--- src/sv/lir_pkg.sv ---
// Shared types and constants of the linear interpolating resampler.
package lir_pkg;

    // Sample and phase widths.
    localparam int unsigned SAMPLE_W = 16;
    localparam int unsigned PHASE_W  = 21;

    // Q.16 fixed-point constants for phase and step.
    localparam logic [PHASE_W-1:0] ONE_Q16    = 21'd65536;
    localparam logic [PHASE_W-1:0] STEP_MIN   = 21'd1024;
    localparam logic [PHASE_W-1:0] STEP_MAX   = 21'd1048576;
    localparam logic [PHASE_W-1:0] STEP_RESET = 21'd98304;

    // Controller states.
    typedef enum logic [1:0] {
        ST_IDLE,
        ST_MUL,
        ST_LOAD,
        ST_HOLD
    } t_state;

    // Commands from the controller to the datapath.
    typedef struct packed {
        logic take_in;   // latch the incoming sample
        logic mul;       // register the interpolation product
        logic load;      // fill the output register and advance the phase
        logic finish;    // drop the phase by one and keep the sample as previous
    } t_cmd;

    // Status from the datapath to the controller.
    typedef struct packed {
        logic phase_ge_one;  // phase has reached 1.0
        logic out_busy;      // output register holds a request
        logic out_taken;     // output request accepted in this cycle
    } t_sts;

endpackage

--- src/sv/linear_interpolating_resampler.sv ---
// Top level of the linear interpolating resampler: controller and datapath.
// Each input sample yields from none to 64 output samples on a fractional Q.16 phase; the last
// output of each input carries o_last_of_run. For each output the block registers the product,
// loads the output register and then presents the request until it is taken; per input it
// also accepts the sample and closes the phase. This is set by the controller walking one
// output at a time through the single multiplier and the one output register, so a new input
// is accepted only once every output of the last one has been taken. The step register takes
// a write in any cycle, so it should only be written while no request is in flight.
module linear_interpolating_resampler (
    input  logic                                i_clk,
    input  logic                                i_rst_n,
    input  logic                                i_in_valid,
    output logic                                o_in_stall,
    input  logic signed [lir_pkg::SAMPLE_W-1:0] i_in_sample,
    output logic                                o_out_valid,
    input  logic                                i_out_stall,
    output logic signed [lir_pkg::SAMPLE_W-1:0] o_out_sample,
    output logic                                o_last_of_run,
    input  logic                                i_cfg_valid,
    output logic                                o_cfg_ready,
    input  logic        [lir_pkg::PHASE_W-1:0]  i_cfg_data
);

    lir_pkg::t_cmd cmd;
    lir_pkg::t_sts sts;

    // The step register can always take a write.
    assign o_cfg_ready = 1'b1;

    // Sequencer.
    lir_ctrl u_ctrl (
        .i_clk      (i_clk),
        .i_rst_n    (i_rst_n),
        .i_in_valid (i_in_valid),
        .i_sts      (sts),
        .o_cmd      (cmd),
        .o_in_stall (o_in_stall)
    );

    // Arithmetic and state.
    lir_datapath u_datapath (
        .i_clk         (i_clk),
        .i_rst_n       (i_rst_n),
        .i_cmd         (cmd),
        .o_sts         (sts),
        .i_in_sample   (i_in_sample),
        .i_cfg_valid   (i_cfg_valid),
        .i_cfg_data    (i_cfg_data),
        .i_out_stall   (i_out_stall),
        .o_out_valid   (o_out_valid),
        .o_out_sample  (o_out_sample),
        .o_last_of_run (o_last_of_run)
    );

endmodule

--- src/sv/lir_ctrl.sv ---
// Controller state machine of the linear interpolating resampler.
module lir_ctrl (
    input  logic          i_clk,
    input  logic          i_rst_n,
    input  logic          i_in_valid,
    input  lir_pkg::t_sts i_sts,
    output lir_pkg::t_cmd o_cmd,
    output logic          o_in_stall
);

    lir_pkg::t_state r_state;
    lir_pkg::t_state n_state;

    // State register.
    always_ff @(posedge i_clk) begin
        if (!i_rst_n) begin
            r_state <= lir_pkg::ST_IDLE;
        end else begin
            r_state <= n_state;
        end
    end

    // Next-state logic.
    always_comb begin
        n_state = r_state;
        case (r_state)
            lir_pkg::ST_IDLE: begin
                if (i_in_valid) begin
                    n_state = lir_pkg::ST_MUL;
                end
            end
            lir_pkg::ST_MUL: begin
                if (i_sts.phase_ge_one) begin
                    n_state = lir_pkg::ST_IDLE;
                end else begin
                    n_state = lir_pkg::ST_LOAD;
                end
            end
            lir_pkg::ST_LOAD: begin
                n_state = lir_pkg::ST_HOLD;
            end
            lir_pkg::ST_HOLD: begin
                if (i_sts.out_taken) begin
                    n_state = lir_pkg::ST_MUL;
                end
            end
            default: begin
                n_state = lir_pkg::ST_IDLE;
            end
        endcase
    end

    // Command decode.
    always_comb begin
        o_cmd      = '0;
        o_in_stall = 1'b1;
        case (r_state)
            lir_pkg::ST_IDLE: begin
                o_in_stall    = 1'b0;
                o_cmd.take_in = i_in_valid;
            end
            lir_pkg::ST_MUL: begin
                o_cmd.mul    = !i_sts.phase_ge_one;
                o_cmd.finish = i_sts.phase_ge_one;
            end
            lir_pkg::ST_LOAD: begin
                o_cmd.load = 1'b1;
            end
            lir_pkg::ST_HOLD: begin
                o_cmd = '0;
            end
            default: begin
                o_cmd = '0;
            end
        endcase
    end

    // The output register is only full while the controller waits for it to drain.
    assert property (@(posedge i_clk) disable iff (!i_rst_n)
        i_sts.out_busy |-> r_state == lir_pkg::ST_HOLD)
        else $error("output request outside the hold state");

    // A load never overwrites a pending output request.
    assert property (@(posedge i_clk) disable iff (!i_rst_n)
        !(o_cmd.load && i_sts.out_busy))
        else $error("load while output register busy");

    // Closing an input always returns to idle.
    assert property (@(posedge i_clk) disable iff (!i_rst_n)
        o_cmd.finish |=> r_state == lir_pkg::ST_IDLE)
        else $error("finish not followed by idle");

    // A taken input is checked against the phase in the following cycle.
    assert property (@(posedge i_clk) disable iff (!i_rst_n)
        o_cmd.take_in |=> r_state == lir_pkg::ST_MUL)
        else $error("accepted sample not processed");

endmodule

--- src/sv/lir_datapath.sv ---
// Datapath of the linear interpolating resampler: phase, samples, product and output register.
module lir_datapath (
    input  logic                                i_clk,
    input  logic                                i_rst_n,
    input  lir_pkg::t_cmd                       i_cmd,
    output lir_pkg::t_sts                       o_sts,
    input  logic signed [lir_pkg::SAMPLE_W-1:0] i_in_sample,
    input  logic                                i_cfg_valid,
    input  logic        [lir_pkg::PHASE_W-1:0]  i_cfg_data,
    input  logic                                i_out_stall,
    output logic                                o_out_valid,
    output logic signed [lir_pkg::SAMPLE_W-1:0] o_out_sample,
    output logic                                o_last_of_run
);

    localparam logic signed [18:0] SAT_HI = 19'sd32767;
    localparam logic signed [18:0] SAT_LO = -19'sd32768;

    logic        [lir_pkg::PHASE_W-1:0]  r_step;
    logic        [lir_pkg::PHASE_W-1:0]  r_phase;
    logic signed [lir_pkg::SAMPLE_W-1:0] r_prev;
    logic                                r_primed;
    logic signed [lir_pkg::SAMPLE_W-1:0] r_cur;
    logic signed [33:0]                  r_prod;
    logic                                r_out_valid;
    logic signed [lir_pkg::SAMPLE_W-1:0] r_out_sample;
    logic                                r_last;

    logic        [lir_pkg::PHASE_W-1:0]  step_use;
    logic        [lir_pkg::PHASE_W:0]    phase_sum;
    logic signed [16:0]                  diff;
    logic signed [16:0]                  frac;
    logic signed [33:0]                  n_prod;
    logic signed [33:0]                  prod_shr;
    logic signed [18:0]                  interp;
    logic signed [lir_pkg::SAMPLE_W-1:0] n_out_sample;
    logic                                out_taken;

    // Step in use is clamped to the range 1/64 .. 16.0.
    always_comb begin
        if (r_step < lir_pkg::STEP_MIN) begin
            step_use = lir_pkg::STEP_MIN;
        end else if (r_step > lir_pkg::STEP_MAX) begin
            step_use = lir_pkg::STEP_MAX;
        end else begin
            step_use = r_step;
        end
    end

    // Phase advance; the flag for the last output comes from the advanced phase.
    assign phase_sum = {1'b0, r_phase} + {1'b0, step_use};

    // Difference times fractional phase; the phase is below one whenever this is used.
    assign diff   = {r_cur[lir_pkg::SAMPLE_W-1], r_cur} - {r_prev[lir_pkg::SAMPLE_W-1], r_prev};
    assign frac   = {1'b0, r_phase[15:0]};
    assign n_prod = diff * frac;

    // Floor by 2^16, add the previous sample and saturate; before priming, the current sample passes.
    always_comb begin
        prod_shr = r_prod >>> 16;
        interp   = {{3{r_prev[lir_pkg::SAMPLE_W-1]}}, r_prev} + prod_shr[18:0];
        if (!r_primed) begin
            n_out_sample = r_cur;
        end else if (interp > SAT_HI) begin
            n_out_sample = SAT_HI[lir_pkg::SAMPLE_W-1:0];
        end else if (interp < SAT_LO) begin
            n_out_sample = SAT_LO[lir_pkg::SAMPLE_W-1:0];
        end else begin
            n_out_sample = interp[lir_pkg::SAMPLE_W-1:0];
        end
    end

    assign out_taken = r_out_valid && !i_out_stall;

    // Control registers: step, phase, previous sample, primed flag and output valid.
    always_ff @(posedge i_clk) begin
        if (!i_rst_n) begin
            r_step      <= lir_pkg::STEP_RESET;
            r_phase     <= '0;
            r_prev      <= '0;
            r_primed    <= 1'b0;
            r_out_valid <= 1'b0;
        end else begin
            if (i_cfg_valid) begin
                r_step <= i_cfg_data;
            end
            if (i_cmd.load) begin
                r_phase <= phase_sum[lir_pkg::PHASE_W-1:0];
            end else if (i_cmd.finish) begin
                r_phase <= r_phase - lir_pkg::ONE_Q16;
            end
            if (i_cmd.finish) begin
                r_prev   <= r_cur;
                r_primed <= 1'b1;
            end
            if (i_cmd.load) begin
                r_out_valid <= 1'b1;
            end else if (out_taken) begin
                r_out_valid <= 1'b0;
            end
        end
    end

    // Payload registers.
    always_ff @(posedge i_clk) begin
        if (i_cmd.take_in) begin
            r_cur <= i_in_sample;
        end
        if (i_cmd.mul) begin
            r_prod <= n_prod;
        end
        if (i_cmd.load) begin
            r_out_sample <= n_out_sample;
            r_last       <= (phase_sum >= {1'b0, lir_pkg::ONE_Q16});
        end
    end

    assign o_sts.phase_ge_one = (r_phase >= lir_pkg::ONE_Q16);
    assign o_sts.out_busy     = r_out_valid;
    assign o_sts.out_taken    = out_taken;

    assign o_out_valid   = r_out_valid;
    assign o_out_sample  = r_out_sample;
    assign o_last_of_run = r_last;

    // A pending request that is not the last of its run leaves the phase below one.
    assert property (@(posedge i_clk) disable iff (!i_rst_n)
        (r_out_valid && !r_last) |-> r_phase < lir_pkg::ONE_Q16)
        else $error("run continues with phase at or above one");

    // The phase only moves on a load or at the end of an input.
    assert property (@(posedge i_clk) disable iff (!i_rst_n)
        (!i_cmd.load && !i_cmd.finish) |=> $stable(r_phase))
        else $error("phase changed without a command");

    // The last request of a run leaves the phase at or above one.
    assert property (@(posedge i_clk) disable iff (!i_rst_n)
        (r_out_valid && r_last) |-> r_phase >= lir_pkg::ONE_Q16)
        else $error("run ended with phase below one");

endmodule
--- config.mk ---
export PLATFORM = sky130hd
export DESIGN_NAME = linear_interpolating_resampler
export DESIGN_NICKNAME = d
export VERILOG_FILES = /design/src/sv/lir_pkg.sv /design/src/sv/linear_interpolating_resampler.sv /design/src/sv/lir_ctrl.sv /design/src/sv/lir_datapath.sv
export SDC_FILE = /design/constraint.sdc
export NUM_CORES = 1
export LEC_CHECK = 0
export BUFFER_PORTS_ARGS = -buffer_cell sky130_fd_sc_hd__buf_2
export CORE_MARGIN = 2
export CORE_UTILIZATION = 60
export CTS_BUF_LIST = sky130_fd_sc_hd__clkbuf_4
export DETAILED_ROUTE_END_ITERATION = 12
export PLACE_DENSITY = 0.81
export SYNTH_ARGS = -nofsm -noshare
export SYNTH_HDL_FRONTEND = slang
export SYNTH_SLANG_ARGS = --single-unit
export TNS_END_PERCENT = 5
--- constraint.sdc ---
create_clock -name i_clk -period 8.05 [get_ports i_clk]
set_input_delay 0 -clock i_clk [delete_from_list [all_inputs] [get_ports i_clk]]
set_output_delay 0 -clock i_clk [all_outputs]
set_load 0.1 [all_outputs]
==> metrics, run 1 <==
fin nets approximately 2700; Vias 15400; port buffer count 60; Std-Cell Rows 63; EDFF count, synth 51; Synth area leaders fa_1 30%, ha_1 10%, edfxtp_1 8.5%; pwr/cell area 160 nW/um^2; fin crit share 103%; Crit path arrival time 8.59 ns; CTS buffer count 17; share of cells above drive strength 1 14.5%; GR Util All Layers 32.1%; Die Wd roughly 180 um; final setup fails 6; CP Capture Type register; syn_area_per_cell 8.85 sq um; Synth area leader fa_1; Syn-to-layout area delta 16.3%; Placed Area 19600 sq um; ys async rst share 0%; Sw Pwr 1.59 mW; Worst slew margin 18.0%; post-synthesis sequential area ratio between 10% and 20%; H-tree levels 4; Clk pwr share 15.6%; Total Die Area 31500 sq um; Final Hold Viols 0; most numerous cell in the Yosys netlist inv_1; DR WL/cell roughly 19 um; Routed Antenna Nets 0; Max Fanout on Critical Path 7; RSZ-0062 raised after global routing yes; startpoint types register; overall power 3.37 mW; FF+latch area 2770 sq um; hpwl dp 36000 um; DRC Markers 0; Synth Flop Type dfxtp_1; Core Region 29600 sq um; Peak VDD IR roughly 0.15 mV; Final Skew 0.0310 ns; CP max stage delay 0.50 ns; top-area cell type share of the netlist area 30.2%; FF+latch count, synth 113; GRT overflow 0; CTS tree built; syn nets 2508; Pins Over Slew Limit 0; Clk Latency, worst-skew pair 0.59 ns; Post-Synthesis Cells between 2000 and 2500; vias in the first global route 16200; Post-Route WL around 49000 um; Final min period 8.27 ns; clk sinks 113; CTS root buf clkbuf_4; max cap viols 0; TritonRoute pass-1 iters 7; first-pass GRT wire length 79300 um; setup ws final -0.215 ns; Yosys cell types 75; Cell Area, Synth about 18000 sq um; Worst path most repeated cell fa_1; final instance area 21000 sq um; Sequential Power Share 23.7%; status finished with violations; clk slew on worst S/H paths 0.11 ns; Hold Path Class input port to register; Pint 1.78 mW; Sw Ratio 47.3%; Slowest-stage cell, CP fa_1; Starting Density 61.0%; Comb pwr share 60.7%; Crit Path Class register to register; most common library cells after synthesis 400 x inv_1, 273 x fa_1, 176 x nand2_1; Multi-input gate area between 10000 and 15000 sq um; largest net degree at the start of global routing 60; failing checks negative setup slack; Leakage Power roughly 10 nW; Max Buffers Root-to-Sink 2; Max Freq 121 MHz; Vias/cell 5.83; I/O pin total just over 60; Synth Warn # 0; Initial DRC Count 1388; GPL Wtd Cong 0.918; WP data required about 8.4 ns; filler cell count 2001; Worst Tran Pin Value 1.23 ns; initial antenna violation count 1; Die H 178 um
layout make-up:
type                       instances  share of cell area [%]
sequential                       113                    13.2
multi-input combinational       1431                    65.6
timing repair buffer             271                    10.1
clock inverter                    15                   0.976
antenna                            1                  0.0119
inverter                         401                    7.16
tap                              390                    2.32
clock buffer                      17                   0.607
per-stage QoR:
step                      hold slack, ns  utilization, %  setup slack (ns)  TNS, ns  instances
after floorplan                   0.0989               -            0.0574        0       2042
after global placement             0.177            66.0            -0.532    -1.66       2532
after detailed placement           0.178            66.0            -0.712    -2.71       2532
after CTS                       0.000282            69.7           -0.0128  -0.0313       2628
after global routing              0.0296            70.9            -0.439    -2.99       2639
final                             0.0291            70.9            -0.215   -0.659       2639
registers in the layout, summed over array words and instances, names as in the netlist:
signal and count:
u_datapath.r_prod 18, u_datapath.o_last_of_run 1, u_datapath.r_step 21, u_datapath.o_out_sample 16, u_datapath.r_prev 16, u_ctrl.r_state 2
u_datapath.r_primed 1, u_datapath.r_phase 21, u_datapath.o_out_valid 1, u_datapath.r_cur 16
power groups by stage:
stage               Sequential [mW]  Combinational, mW  Clock [mW]
floorplan                     0.799               1.16           0
global placement              0.802               1.78           0
detailed placement            0.807               1.84           0
CTS                           0.794               1.91       0.527
global route                  0.808               2.20       0.547
finish                        0.800               2.04       0.525
worst max-delay path, delay by kind of cell, from the launching register on:
family / cells / cell delay, ns
adder cells (fa/ha/maj): 8 / 3.22
AO/OA/AOI/OAI: 12 / 2.47
buffers and inverters: 10 / 1.25
AND/OR/NAND/NOR: 5 / 0.64
flip-flops: 1 / 0.42
cells by family (layout without fill, tap and decap cells):
logic type                 after synthesis  in the layout  synth area share, %
xor gates and xnor gates                74             74                 3.59
adders and majority gates              424            424                 40.7
buffers and inverters                  498            704                 10.4
and+or+nand+nor                        640            640                 18.1
other                                    1              2               0.0208
muxes                                   46             46                 2.55
AOI/OAI and AO/OA                      246            246                 9.27
DFF                                    113            113                 15.3
path summary, 6_finish.rpt:
check / slack, ns / depth (start not counted) / to / from
worst max register to register: -0.22 / 35 / u_datapath.r_prod[32]$_DFFE_PP_ / u_datapath.r_cur[1]$_DFFE_PP_
worst min register to register: 0.54 / 2 / u_ctrl.r_state[1]$_SDFFE_PN0P_ / u_ctrl.r_state[1]$_SDFFE_PN0P_
worst min-delay path: 0.03 / 3 / u_datapath.r_step[8]$_SDFFE_PN0P_ / i_cfg_valid
worst max-delay path: -0.22 / 35 / u_datapath.r_prod[32]$_DFFE_PP_ / u_datapath.r_cur[1]$_DFFE_PP_
layout by cell type (no fill, tap or decap), drive strengths merged, types with 11 or more instances in the layout:
master       instances
clkbuf              17
mux2i               46
edfxtp              51
nor2               123
o211ai              11
a31oi               17
xnor2               51
xor2                23
inv                404
o311ai              11
o21ai               35
nand2              176
a21o                26
dfxtp               62
ha                 151
a211oi              12
o21a                15
nor2b               32
nand3b              18
nor3                33
nand3               39
and2               126
fa                 273
dlygate4sd3         59
nand2b              24
a21oi               68
buf                212
what timing repair did:
action                                 CTS  global route
endpoints found under the hold margin   43             0
setup endpoints to repair               12            13
buffers inserted                         8            10
resized for setup                       26            55
hold buffers                            59             0
pin swaps                               27            62
per-layer routing:
layer	vias to the layer above	global-route usage, %	share of wire, %
met5	-	0	0
met4	0	15.8	5.7
met3	215	5.91	7.2
met2	728	55.9	50
met1	7550	38.0	37
li1	6900	-	-
Power figures use the tool's default switching activity.
==> run 2, diff against run 1 <==
--- a/config.mk
+++ b/config.mk
@@ -6,11 +6,13 @@
 export NUM_CORES = 1
 export LEC_CHECK = 0
 export BUFFER_PORTS_ARGS = -buffer_cell sky130_fd_sc_hd__buf_2
+export CORE_ASPECT_RATIO = 0.8
 export CORE_MARGIN = 2
 export CORE_UTILIZATION = 60
 export CTS_BUF_LIST = sky130_fd_sc_hd__clkbuf_4
 export DETAILED_ROUTE_END_ITERATION = 12
 export PLACE_DENSITY = 0.81
+export SLEW_MARGIN = 0
 export SYNTH_ARGS = -nofsm -noshare
 export SYNTH_HDL_FRONTEND = slang
 export SYNTH_SLANG_ARGS = --single-unit
==> run 2 against run 1 <==
  * The flow still finishes with violations (negative setup slack)
  * Flip-flop and latch count is the same
  * Sequential power is essentially flat
  * Non-clock buffer count shrank 37
  * Global-route usage grew 0.45 points
  * Clock skew shrank 0.0026 ns
  * Clock power shrank 13%
  * Combinational power shrank 5%
  * Total power shrank 5.1%
  * Critical path type unchanged
  * Critical endpoint is now u_datapath.r_prod[33]$_DFFE_PP_
==> metrics, run 2 (synthesis gave the netlist of run 1 again) <==
Final min period 8.15 ns; Crit Path Class register to register; H-tree levels 4; Syn-to-layout area delta 13.7%; Clk Latency, worst-skew pair 0.59 ns; Die H 159 um; Core Region about 30000 sq um; max cap viols 0; I/O pin total 62; share of cells above drive strength 1 11.4%; startpoint types register; pwr/cell area approximately 160 nW/um^2; first-pass GRT wire length 80600 um; Routed Antenna Nets 0; Hold Path Class input port to register; clk sinks about 110; GRT overflow 0; DR WL/cell 19.0 um; GR Util All Layers 32.5%; GPL Wtd Cong about 0.93; fin crit share 101%; Die Wd 198 um; WP data required 8.39 ns; final setup fails 4; biggest registers after layout u_datapath.r_phase: 21 flops, u_datapath.r_step: 21 flops, u_datapath.r_prod: 18 flops; Sw Pwr 1.53 mW; Sw Ratio roughly 48%; Setup Slack @ Placement -0.421 ns; Pins Over Slew Limit 0; worst hold margin 0.0907 ns; Crit path arrival time 8.49 ns; Vias 15200; Final Hold Viols 0; Worst path most repeated cell fa_1; fin nets 2664; status finished with violations; CP Capture Type register; Final Skew 0.0283 ns; clk slew on worst S/H paths 0.12 ns; Std-Cell Rows 56; Total Die Area 31500 sq um; setup ws final -0.103 ns; Max Freq 123 MHz; Leakage Power between 9 and 10 nW; port buffer count 60; CTS root buf clkbuf_4; vias in the first global route 16100; Sequential Power Share 25.0%; Max Buffers Root-to-Sink 2; Initial DRC Count 1506; RSZ-0062 raised after global routing yes; final instance area 20600 sq um; Worst slew margin 16.8%; Post-Route WL a little under 50000 um; largest net degree at the start of global routing between 50 and 60; Max Fanout on Critical Path 10; Placed Area slightly below 20000 sq um; most frequent cells in the layout 394 x inv_1, 271 x fa_1, 175 x nand2_1; Clk pwr share 14.4%; DRC Markers 0; initial antenna violation count 2; Placed Instances about 2500; hpwl dp 37000 um; Slowest-stage cell, CP fa_1; Vias/cell ~5.8; Starting Density approximately three fifths; Peak VDD IR 0.163 mV; CTS buffer count 17; Worst Tran Pin Value 1.25 ns; CP max stage delay around 0.58 ns; CTS tree built; overall power 3.20 mW; TritonRoute pass-1 iters 8; Comb pwr share 60.6%; failing checks negative setup slack; commonest non-fill, non-tap cell in the layout inv_1; Pint roughly 1.7 mW; post-route insts no fill approximately 2600
[run 2: path summary, 6_finish.rpt]
check / start / to / slack, ns / cells past startpoint
max: u_datapath.r_cur[0]$_DFFE_PP_ / u_datapath.r_prod[33]$_DFFE_PP_ / -0.10 / 34
min: i_cfg_valid / u_datapath.r_step[1]$_SDFFE_PN0P_ / 0.09 / 3
max reg2reg: u_datapath.r_cur[0]$_DFFE_PP_ / u_datapath.r_prod[33]$_DFFE_PP_ / -0.10 / 34
min reg2reg: u_datapath.o_out_valid$_SDFFE_PN0P_ / u_datapath.o_out_valid$_SDFFE_PN0P_ / 0.52 / 2
[run 2: stage by stage]
step / utilization, % / TNS (ns)
floorplan: - / 0
finish: 69.7 / -0.287
global route: 69.7 / -2.64
detailed placement: 65.5 / -2.49
global placement: 65.5 / -0.204
CTS: 69.0 / -0.294
[run 2: metal layers]
layer	part of all wire (%)	GRT usage [%]	vias to the layer above
met3	8.9	6.78	181
li1	-	-	6807
met5	0	0	-
met1	39	41.9	7434
met4	3.8	12.3	0
met2	48	54.0	790
[run 2: cell type report]
| class | instances | area (sq um) |
|---|---|---|
| Tap cell | 406 | 508 |
| Antenna cell | 1 | 2.50 |
| Fill cell | 2101 | 8940 |
| Sequential cell | 113 | 2770 |
| Timing Repair Buffer | 234 | 1810 |
| Clock buffer | 22 | 165 |
| Clock inverter | 10 | 120 |
| Inverter | 401 | 1510 |
| Multi-Input combinational cell | 1431 | 13700 |
[run 2: critical path, delay by kind of cell, from the launching register on]
family / cells / cell delay, ns
AOI/OAI and AO/OA: 11 / 2.15
adders and majority gates: 9 / 3.96
DFF: 1 / 0.38
and+or+nand+nor: 5 / 0.61
buffers and inverters: 8 / 0.71
xor gates and xnor gates: 1 / 0.08
[run 2: power by group through the flow]
stage | sequential (mW) | combinational, mW | clock, mW
after detailed placement | 0.807 | 1.79 | 0
after CTS | 0.795 | 1.83 | 0.457
after global routing | 0.809 | 2.09 | 0.483
after global placement | 0.805 | 1.72 | 0
after floorplan | 0.799 | 1.16 | 0
final | 0.801 | 1.94 | 0.459
[run 2: repair_timing]
item                                    4_1_cts  5_1_grt
pin swaps                                     9       46
hold endpoints to repair                     43        0
hold buffers                                 65        0
endpoints found under the setup margin       12       15
setup buffers                                 2        4
gates resized for setup                      19       27
